[src/hdl/bdt_pkg.sv]
// ---------------------------------------------------------------------------
// bdt_pkg
// widths, register indexes, timeout table and divider request types
// ---------------------------------------------------------------------------
`timescale 1ns / 1ps

package bdt_pkg;

  localparam int NUM_QUEUES = 4;
  localparam int QIDX_W     = 2;
  localparam int OCC_W      = 7;
  localparam int TIME_W     = 63;
  localparam int TMO_W      = 28;
  localparam int LVL_W      = 3;
  localparam int CFG_IDX_W  = 8;
  localparam int CFG_DATA_W = 7;

  localparam logic [CFG_IDX_W-1:0] REG_POLL_ENABLE = 8'd0;
  localparam logic [CFG_IDX_W-1:0] REG_TMO_LEVEL   = 8'd1;
  localparam logic [CFG_IDX_W-1:0] REG_MAX_BATCH   = 8'd2;
  localparam logic [CFG_IDX_W-1:0] REG_MIN_BATCH   = 8'd3;

  typedef struct packed {
    logic             start;
    logic [OCC_W-1:0] dividend;
    logic [OCC_W-1:0] divisor;
  } div_req_t;

  typedef struct packed {
    logic             done;
    logic [OCC_W-1:0] quotient;
  } div_rsp_t;

  // level zero has no meaning and falls back to the fastest entry
  function automatic logic [TMO_W-1:0] timeout_ns(input logic [LVL_W-1:0] lvl);
    logic [TMO_W-1:0] t;
    case (lvl)
      3'd1:    t = 28'd200000000;
      3'd2:    t = 28'd100000000;
      3'd3:    t = 28'd50000000;
      3'd4:    t = 28'd25000000;
      3'd5:    t = 28'd16666667;
      3'd6:    t = 28'd12500000;
      default: t = 28'd10000000;
    endcase
    return t;
  endfunction

endpackage

[src/hdl/bdt_div.sv]
// ---------------------------------------------------------------------------
// bdt_div
// restoring divider, one quotient bit per cycle, shared by all queues
// ---------------------------------------------------------------------------
`timescale 1ns / 1ps

module bdt_div (
  input  logic               clk,
  input  logic               rst,
  input  bdt_pkg::div_req_t  req,
  output bdt_pkg::div_rsp_t  rsp
);

  localparam int W     = bdt_pkg::OCC_W;
  localparam int CNT_W = $clog2(W + 1);

  logic             busy;
  logic             done;
  logic [CNT_W-1:0] cnt;
  logic [W-1:0]     rem;
  logic [W-1:0]     dvd;
  logic [W-1:0]     dsr;

  logic [W:0] trial;
  logic [W:0] diff;
  logic       fits;

  assign trial = {rem, dvd[W-1]};
  assign fits  = trial >= {1'b0, dsr};
  assign diff  = trial - {1'b0, dsr};

  always_ff @(posedge clk) begin
    if (rst) begin
      busy <= 1'b0;
      done <= 1'b0;
      cnt  <= '0;
    end else begin
      done <= 1'b0;
      if (req.start) begin
        busy <= 1'b1;
        cnt  <= CNT_W'(W);
      end else if (busy) begin
        cnt <= cnt - 1'b1;
        if (cnt == CNT_W'(1)) begin
          busy <= 1'b0;
          done <= 1'b1;
        end
      end
    end
  end

  // quotient bits shift in where the dividend bits shift out
  always_ff @(posedge clk) begin
    if (req.start) begin
      rem <= '0;
      dvd <= req.dividend;
      dsr <= req.divisor;
    end else if (busy) begin
      rem <= fits ? diff[W-1:0] : trial[W-1:0];
      dvd <= {dvd[W-2:0], fits};
    end
  end

  assign rsp.done     = done;
  assign rsp.quotient = dvd;

endmodule

[src/hdl/batch_dispatch_with_timeout_unit.sv]
// path: polling disabled, a request goes from IDLE via DONE to the output register;
// else one step per queue, with the 7-step shared divider run for each full queue
// flow: one request in flight; DONE waits until the output register is free
// a finished result waits in the output register while the next request is taken
// reset (rst, synchronous): last-service times cleared, polling off, level 7,
// max_batch and min_batch 8, no result pending
// ---------------------------------------------------------------------------
// batch_dispatch_with_timeout_unit
// polls four request queues and decides how many batches each one dispatches
// ---------------------------------------------------------------------------
`timescale 1ns / 1ps

module batch_dispatch_with_timeout_unit (
  input  logic                            clk,
  input  logic                            rst,
  input  logic                            cfg_valid,
  output logic                            cfg_ready,
  input  logic [bdt_pkg::CFG_IDX_W-1:0]   cfg_index,
  input  logic [bdt_pkg::CFG_DATA_W-1:0]  cfg_data,
  input  logic                            in_valid,
  output logic                            in_ready,
  input  logic [bdt_pkg::TIME_W-1:0]      now_ns,
  input  logic [bdt_pkg::OCC_W-1:0]       occ_rsa_priv,
  input  logic [bdt_pkg::OCC_W-1:0]       occ_rsa_pub,
  input  logic [bdt_pkg::OCC_W-1:0]       occ_keygen,
  input  logic [bdt_pkg::OCC_W-1:0]       occ_derive,
  output logic                            out_valid,
  input  logic                            out_ready,
  output logic                            accepted,
  output logic [bdt_pkg::OCC_W-1:0]       batches_rsa_priv,
  output logic [bdt_pkg::OCC_W-1:0]       batches_rsa_pub,
  output logic [bdt_pkg::OCC_W-1:0]       batches_keygen,
  output logic [bdt_pkg::OCC_W-1:0]       batches_derive
);

  localparam int NQ     = bdt_pkg::NUM_QUEUES;
  localparam int QW     = bdt_pkg::QIDX_W;
  localparam int OW     = bdt_pkg::OCC_W;
  localparam int TW     = bdt_pkg::TIME_W;
  localparam int TMW    = bdt_pkg::TMO_W;

  localparam logic [1:0] S_IDLE = 2'd0;
  localparam logic [1:0] S_EVAL = 2'd1;
  localparam logic [1:0] S_DIV  = 2'd2;
  localparam logic [1:0] S_DONE = 2'd3;

  logic [1:0]                state;
  logic                      poll_enable;
  logic [bdt_pkg::LVL_W-1:0] tmo_level;
  logic [OW-1:0]             max_batch;
  logic [OW-1:0]             min_batch;

  logic [TW-1:0]  now_q;
  logic [OW-1:0]  occ_q    [NQ];
  logic [TW-1:0]  last_svc [NQ];
  logic [OW-1:0]  bat      [NQ];
  logic [QW-1:0]  qidx;
  logic           acc_q;

  logic [OW-1:0]  occ_cur;
  logic [TW-1:0]  last_cur;
  logic           full;
  logic [TW:0]    gap;
  logic           elapsed;
  logic           last_q;

  bdt_pkg::div_req_t div_req;
  bdt_pkg::div_rsp_t div_rsp;

  assign cfg_ready = 1'b1;
  assign in_ready  = (state == S_IDLE);

  assign occ_cur  = occ_q[qidx];
  assign last_cur = last_svc[qidx];
  assign full     = occ_cur >= max_batch;
  assign last_q   = (qidx == QW'(NQ - 1));

  // shared compare: borrow means the clock went back past the last service
  assign gap     = {1'b0, now_q} - {1'b0, last_cur};
  assign elapsed = gap[TW] ||
                   (gap[TW-1:0] >= {{(TW-TMW){1'b0}}, bdt_pkg::timeout_ns(tmo_level)});

  assign div_req.start    = (state == S_EVAL) && full;
  assign div_req.dividend = occ_cur;
  assign div_req.divisor  = (min_batch == '0) ? OW'(1) : min_batch;

  bdt_div u_div (
    .clk (clk),
    .rst (rst),
    .req (div_req),
    .rsp (div_rsp)
  );

  always_ff @(posedge clk) begin
    if (rst) begin
      state       <= S_IDLE;
      poll_enable <= 1'b0;
      tmo_level   <= 3'd7;
      max_batch   <= 7'd8;
      min_batch   <= 7'd8;
      out_valid   <= 1'b0;
      qidx        <= '0;
      for (int i = 0; i < NQ; i++) begin
        last_svc[i] <= '0;
      end
    end else begin
      if (cfg_valid && cfg_ready) begin
        case (cfg_index)
          bdt_pkg::REG_POLL_ENABLE: poll_enable <= cfg_data[0];
          bdt_pkg::REG_TMO_LEVEL:   tmo_level   <= cfg_data[bdt_pkg::LVL_W-1:0];
          bdt_pkg::REG_MAX_BATCH:   max_batch   <= cfg_data;
          bdt_pkg::REG_MIN_BATCH:   min_batch   <= cfg_data;
          default: ;
        endcase
      end

      if (state == S_DONE && (!out_valid || out_ready)) begin
        out_valid <= 1'b1;
      end else if (out_ready) begin
        out_valid <= 1'b0;
      end

      case (state)
        S_IDLE: begin
          if (in_valid) begin
            qidx  <= '0;
            state <= poll_enable ? S_EVAL : S_DONE;
          end
        end
        S_EVAL: begin
          if (full) begin
            state <= S_DIV;
          end else begin
            if ((occ_cur != '0) && elapsed) begin
              last_svc[qidx] <= now_q;
            end
            qidx  <= qidx + 1'b1;
            state <= last_q ? S_DONE : S_EVAL;
          end
        end
        S_DIV: begin
          if (div_rsp.done) begin
            last_svc[qidx] <= now_q;
            qidx           <= qidx + 1'b1;
            state          <= last_q ? S_DONE : S_EVAL;
          end
        end
        S_DONE: begin
          if (!out_valid || out_ready) begin
            state <= S_IDLE;
          end
        end
        default: state <= S_IDLE;
      endcase
    end
  end

  // request capture and per-queue batch counts
  always_ff @(posedge clk) begin
    if (state == S_IDLE && in_valid) begin
      now_q    <= now_ns;
      occ_q[0] <= occ_rsa_priv;
      occ_q[1] <= occ_rsa_pub;
      occ_q[2] <= occ_keygen;
      occ_q[3] <= occ_derive;
      acc_q    <= poll_enable;
      for (int i = 0; i < NQ; i++) begin
        bat[i] <= '0;
      end
    end else if (state == S_EVAL && !full) begin
      bat[qidx] <= ((occ_cur != '0) && elapsed) ? OW'(1) : '0;
    end else if (state == S_DIV && div_rsp.done) begin
      bat[qidx] <= div_rsp.quotient;
    end
  end

  // output register
  always_ff @(posedge clk) begin
    if (state == S_DONE && (!out_valid || out_ready)) begin
      accepted         <= acc_q;
      batches_rsa_priv <= bat[0];
      batches_rsa_pub  <= bat[1];
      batches_keygen   <= bat[2];
      batches_derive   <= bat[3];
    end
  end

endmodule

[config.mk]
export PLATFORM = sky130hd
export DESIGN_NAME = batch_dispatch_with_timeout_unit
export DESIGN_NICKNAME = d
export VERILOG_FILES = /design/src/hdl/bdt_pkg.sv /design/src/hdl/bdt_div.sv /design/src/hdl/batch_dispatch_with_timeout_unit.sv
export SDC_FILE = /design/constraint.sdc
export NUM_CORES = 1
export LEC_CHECK = 0
export ABC_CLOCK_PERIOD_IN_PS = 10400
export BUFFER_PORTS_ARGS = -buffer_cell sky130_fd_sc_hd__clkbuf_2
export CAP_MARGIN = 5
export CORE_MARGIN = 4
export CORE_UTILIZATION = 35
export DETAILED_ROUTE_END_ITERATION = 8
export GPL_TIMING_DRIVEN = 1
export PLACE_DENSITY = 0.5
export SYNTH_ARGS = -nofsm -noshare
export SYNTH_HDL_FRONTEND = slang
export SYNTH_SLANG_ARGS = --single-unit
[constraint.sdc]
create_clock -name clk -period 10.4 [get_ports clk]
set_input_delay 1.04 -clock clk [delete_from_list [all_inputs] [get_ports clk]]
set_output_delay 1.04 -clock clk [all_outputs]
set_load 0.02 [all_outputs]
==> flow_metrics.py <==
metrics = {
    "floorplan": {
        "fp-row-count": 100,
        "die_x_um": 282,
        "coreArea_um2": 74400,
        "ioPinCount": 143,
        "start_util": 0.353,
        "die_area_um2": 79600,
        "chipHeight_um": 282,
    },
    "power_and_ir_drop": {
        "switchingPower_mw": 3.48,
        "p_seq_frac": 0.308,
        "p_clk_frac": 0.226,
        "power.leakage_nw": 10.4,
        "vdd_ir_drop_max_mv": 0.142,
        "netSwitchingFraction": 0.427,
        "p_per_area_nw_per_um2": 278,
        "p_int_mw": 4.67,
        "combPwrFrac": 0.467,
    },
    "worst_setup_path": {
        "critPathCaptureType": "flip-flop",
        "crit_top_cell": "buf_4",
        "cpMaxStageDelayCell": "dfxtp_4",
        "crit_arrival_ns": 8.23,
        "slowest_delay_ns": 0.88,
        "path_cells": "buf_4 -> mux4_2 -> inv_1 -> ha_1 -> nand2_1 -> nor3_1 -> inv_1 -> a211oi_1 -> nor2_1 -> xnor2_1 -> ha_1 -> and3_1 -> nand3_1 -> nor4_1 -> nand3_1 -> o21ai_0 -> or4_1 -> nor4_1 -> nand4_1 -> nor4_4 -> buf_4 -> o21ai_4 -> buf_4",
        "start_kind": "flip-flop",
        "criticalPathCategory": "flip-flop to flip-flop",
        "worstPathMaxFanout": 61,
        "r2r_cells": 23,
        "required_ns": 10.67,
    },
    "outcome": {
        "status": "complete, no violations",
    },
    "drt": {
        "wire_per_inst_um": 22.4,
        "dr.pass1.iters": 6,
        "drc_errors": 0,
        "drt_iter0_markers": 1774,
        "ant_nets": 0,
        "num_vias": 20575,
        "routed_via_density": 5.77,
        "wirelength_um": 79900,
    },
    "finish": {
        "final_common_cell": "edfxtp_1",
        "area_growth_pct": 11.5,
        "finalNonFillerCells": 3568,
        "layout-drive-gt1-share": 0.137,
        "finish.utilization": 0.394,
        "fin_area_um2": 29400,
        "layout_common_cells": "415 x edfxtp_1, 276 x nand2_1, 223 x nand3_1, 190 x o22ai_1, 152 x nor2_1",
        "nets": 2779,
        "antennaDiodeCount": 0,
    },
    "sta": {
        "hold_viol": 0,
        "hold_ws_ns": 0.417,
        "max_clock_freq_mhz": 126,
        "rsz0062_at_grt": "no",
        "post-route-min-period_ns": 7.96,
        "slew_headroom": 0.264,
        "fin_ws_ns": 2.44,
        "finalSetupViolations": 0,
        "period_share": 0.765,
        "finClkSkew_ns": 0.0295,
        "worst_pin_slew_ns": 1.10,
        "slew_viol_final": 0,
    },
    "global_route": {
        "grt_max_degree": 105,
        "grt_pass1_vias": 20108,
        "grt_pass1_wl_um": 121000,
        "antenna_found_initial": 0,
        "grt_overflow": 0,
        "grt.total_usage": 0.196,
    },
    "clock_tree": {
        "cts_tree": "built",
        "cts_resized": 0,
        "cts.path.max_buffers": 3,
        "cts-htree-levels": 2,
        "clock_latency_ns": 0.62,
        "post_cts_buffers": 0,
        "clk_pin_slew_ns": 0.06,
        "cts-root-buf": "clkbuf_16",
        "numClockSinks": 452,
        "holdBufCountCts": 0,
        "cts-buffers-inserted": 51,
    },
    "synthesis": {
        "yosysTopAreaCell": "edfxtp_1",
        "synthesis.area_um2": 26300,
        "ys_async_sr_fraction": 0,
        "synth_edf_count": 415,
        "syn_nets": 2758,
        "avgSynthCellArea_um2": 10.4,
        "yosysTopAreaCellShare": 0.474,
        "ys_top_cells_by_area": "edfxtp_1 47%, mux4_2 6.0%, ha_1 5.2%, o22ai_1 4.5%, nand3_1 4.2%",
        "synth_flop_cell": "edfxtp_1",
        "netlist_instances": 2535,
        "yosys_warnings": 0,
        "synth_seq_area_share": 0.502,
        "synth.ff_latch_count": 452,
        "synth_cell_types": 86,
    },
    "job": {
        "drv_cap": 0,
    },
    "place": {
        "place_area_um2": 27600,
        "dp_hpwl_um": 53900,
        "port_buffers": 141,
        "dp_slack_ns": 2.45,
        "gp_congestion": 0.916,
        "dp_cells": 3472,
    },
    "worst_hold_path": {
        "hold_path_class": "flip-flop to flip-flop",
        "whs_path_depth": 0,
    },
}
[worst paths after layout]
path | startpoint | endpoint | slack [ns]
hold / removal | bat[2][2] | batches_keygen[2] | 0.42
setup reg to reg | flip-flop | last_svc[0][40] | 2.44
setup / recovery | flip-flop | last_svc[0][40] | 2.44
hold reg to reg | bat[2][2] | batches_keygen[2] | 0.42
[cell usage after synthesis, types with 8 or more instances]
cell,instances
inv_1,126
o21ai_0,141
clkbuf_1,135
nand2_1,276
nand4_1,43
ha_1,110
buf_6,10
o22ai_1,190
mux4_2,70
buf_2,39
a21oi_1,122
o21a_1,12
o21ai_1,15
nor3_1,21
a31oi_1,11
a21o_1,31
nor2b_1,74
xnor2_1,27
edfxtp_1,415
nor2_1,153
nor4_1,17
a211oi_1,20
o211ai_1,12
o31ai_1,8
and3_1,9
mux2i_1,19
nand2b_1,17
dfxtp_1,37
xor2_1,19
buf_1,15
nand3_1,223
[metal layers]
layer | vias to the layer above | GRT usage | wire [um] | part of all wire
met5 | - | 0 | 0 | 0
met4 | 0 | 0.0616 | 2310 | 0.029
met3 | 152 | 0.0228 | 4450 | 0.056
met2 | 784 | 0.334 | 38600 | 0.48
met1 | 10054 | 0.263 | 34500 | 0.43
li1 | 9585 | - | - | -
[per-stage QoR]
step | TNS, ns | total power [mW]
3_5_place_dp | 0 | 6.31
3_3_place_gp | 0 | 6.28
5_1_grt | 0 | 8.66
2_1_floorplan | -80.18 | 5.18
6_report | 0 | 8.15
4_1_cts | 0 | 8.17
[power by group through the flow]
| stage | clock network [mW] | registers (mW) | logic, mW |
|---|---|---|---|
| final | 1.84 | 2.51 | 3.80 |
| after global routing | 1.95 | 2.54 | 4.16 |
| after CTS | 1.88 | 2.52 | 3.77 |
| after detailed placement | 0 | 2.55 | 3.76 |
| after global placement | 0 | 2.55 | 3.73 |
| after floorplan | 0 | 2.44 | 2.74 |
[registers in the layout, indices dropped and copies added, names as in the netlist, 28 cells and up, named ones only]
signal,count
last_svc,252
now_q,63
occ_q,28
bat,28
[cell families after synthesis]
group / count (synthesis) / share of synthesized area
XOR/XNOR: 46 / 0.0153
multiplexers: 89 / 0.0671
adder cells (fa/ha/maj): 112 / 0.0538
buffers and inverters: 330 / 0.0533
other: 1 / 0.000143
AND/OR/NAND/NOR: 867 / 0.157
flip-flops: 452 / 0.502
AO/OA/AOI/OAI: 638 / 0.152
[critical path: cells and delay by family, from the launching register on]
family                     cells  cell delay (ns)
AOI/OAI and AO/OA              3             0.74
xor gates and xnor gates       1             0.18
DFF                            1             0.88
buffers and inverters          5             1.78
muxes                          1             0.58
and+or+nand+nor               11             2.68
adders and majority gates      2             0.63
[final cells by class]
cell class | count | area, um^2
multi-input cells | 1753 | 11800
flip-flops and latches | 452 | 13200
well taps | 969 | 1210
repair buffers | 172 | 941
fillers | 7202 | 45100
clock buffers | 57 | 1300
clock inverters | 39 | 413
inverters | 126 | 475
No activity file was read; power rests on OpenSTA's default activity.
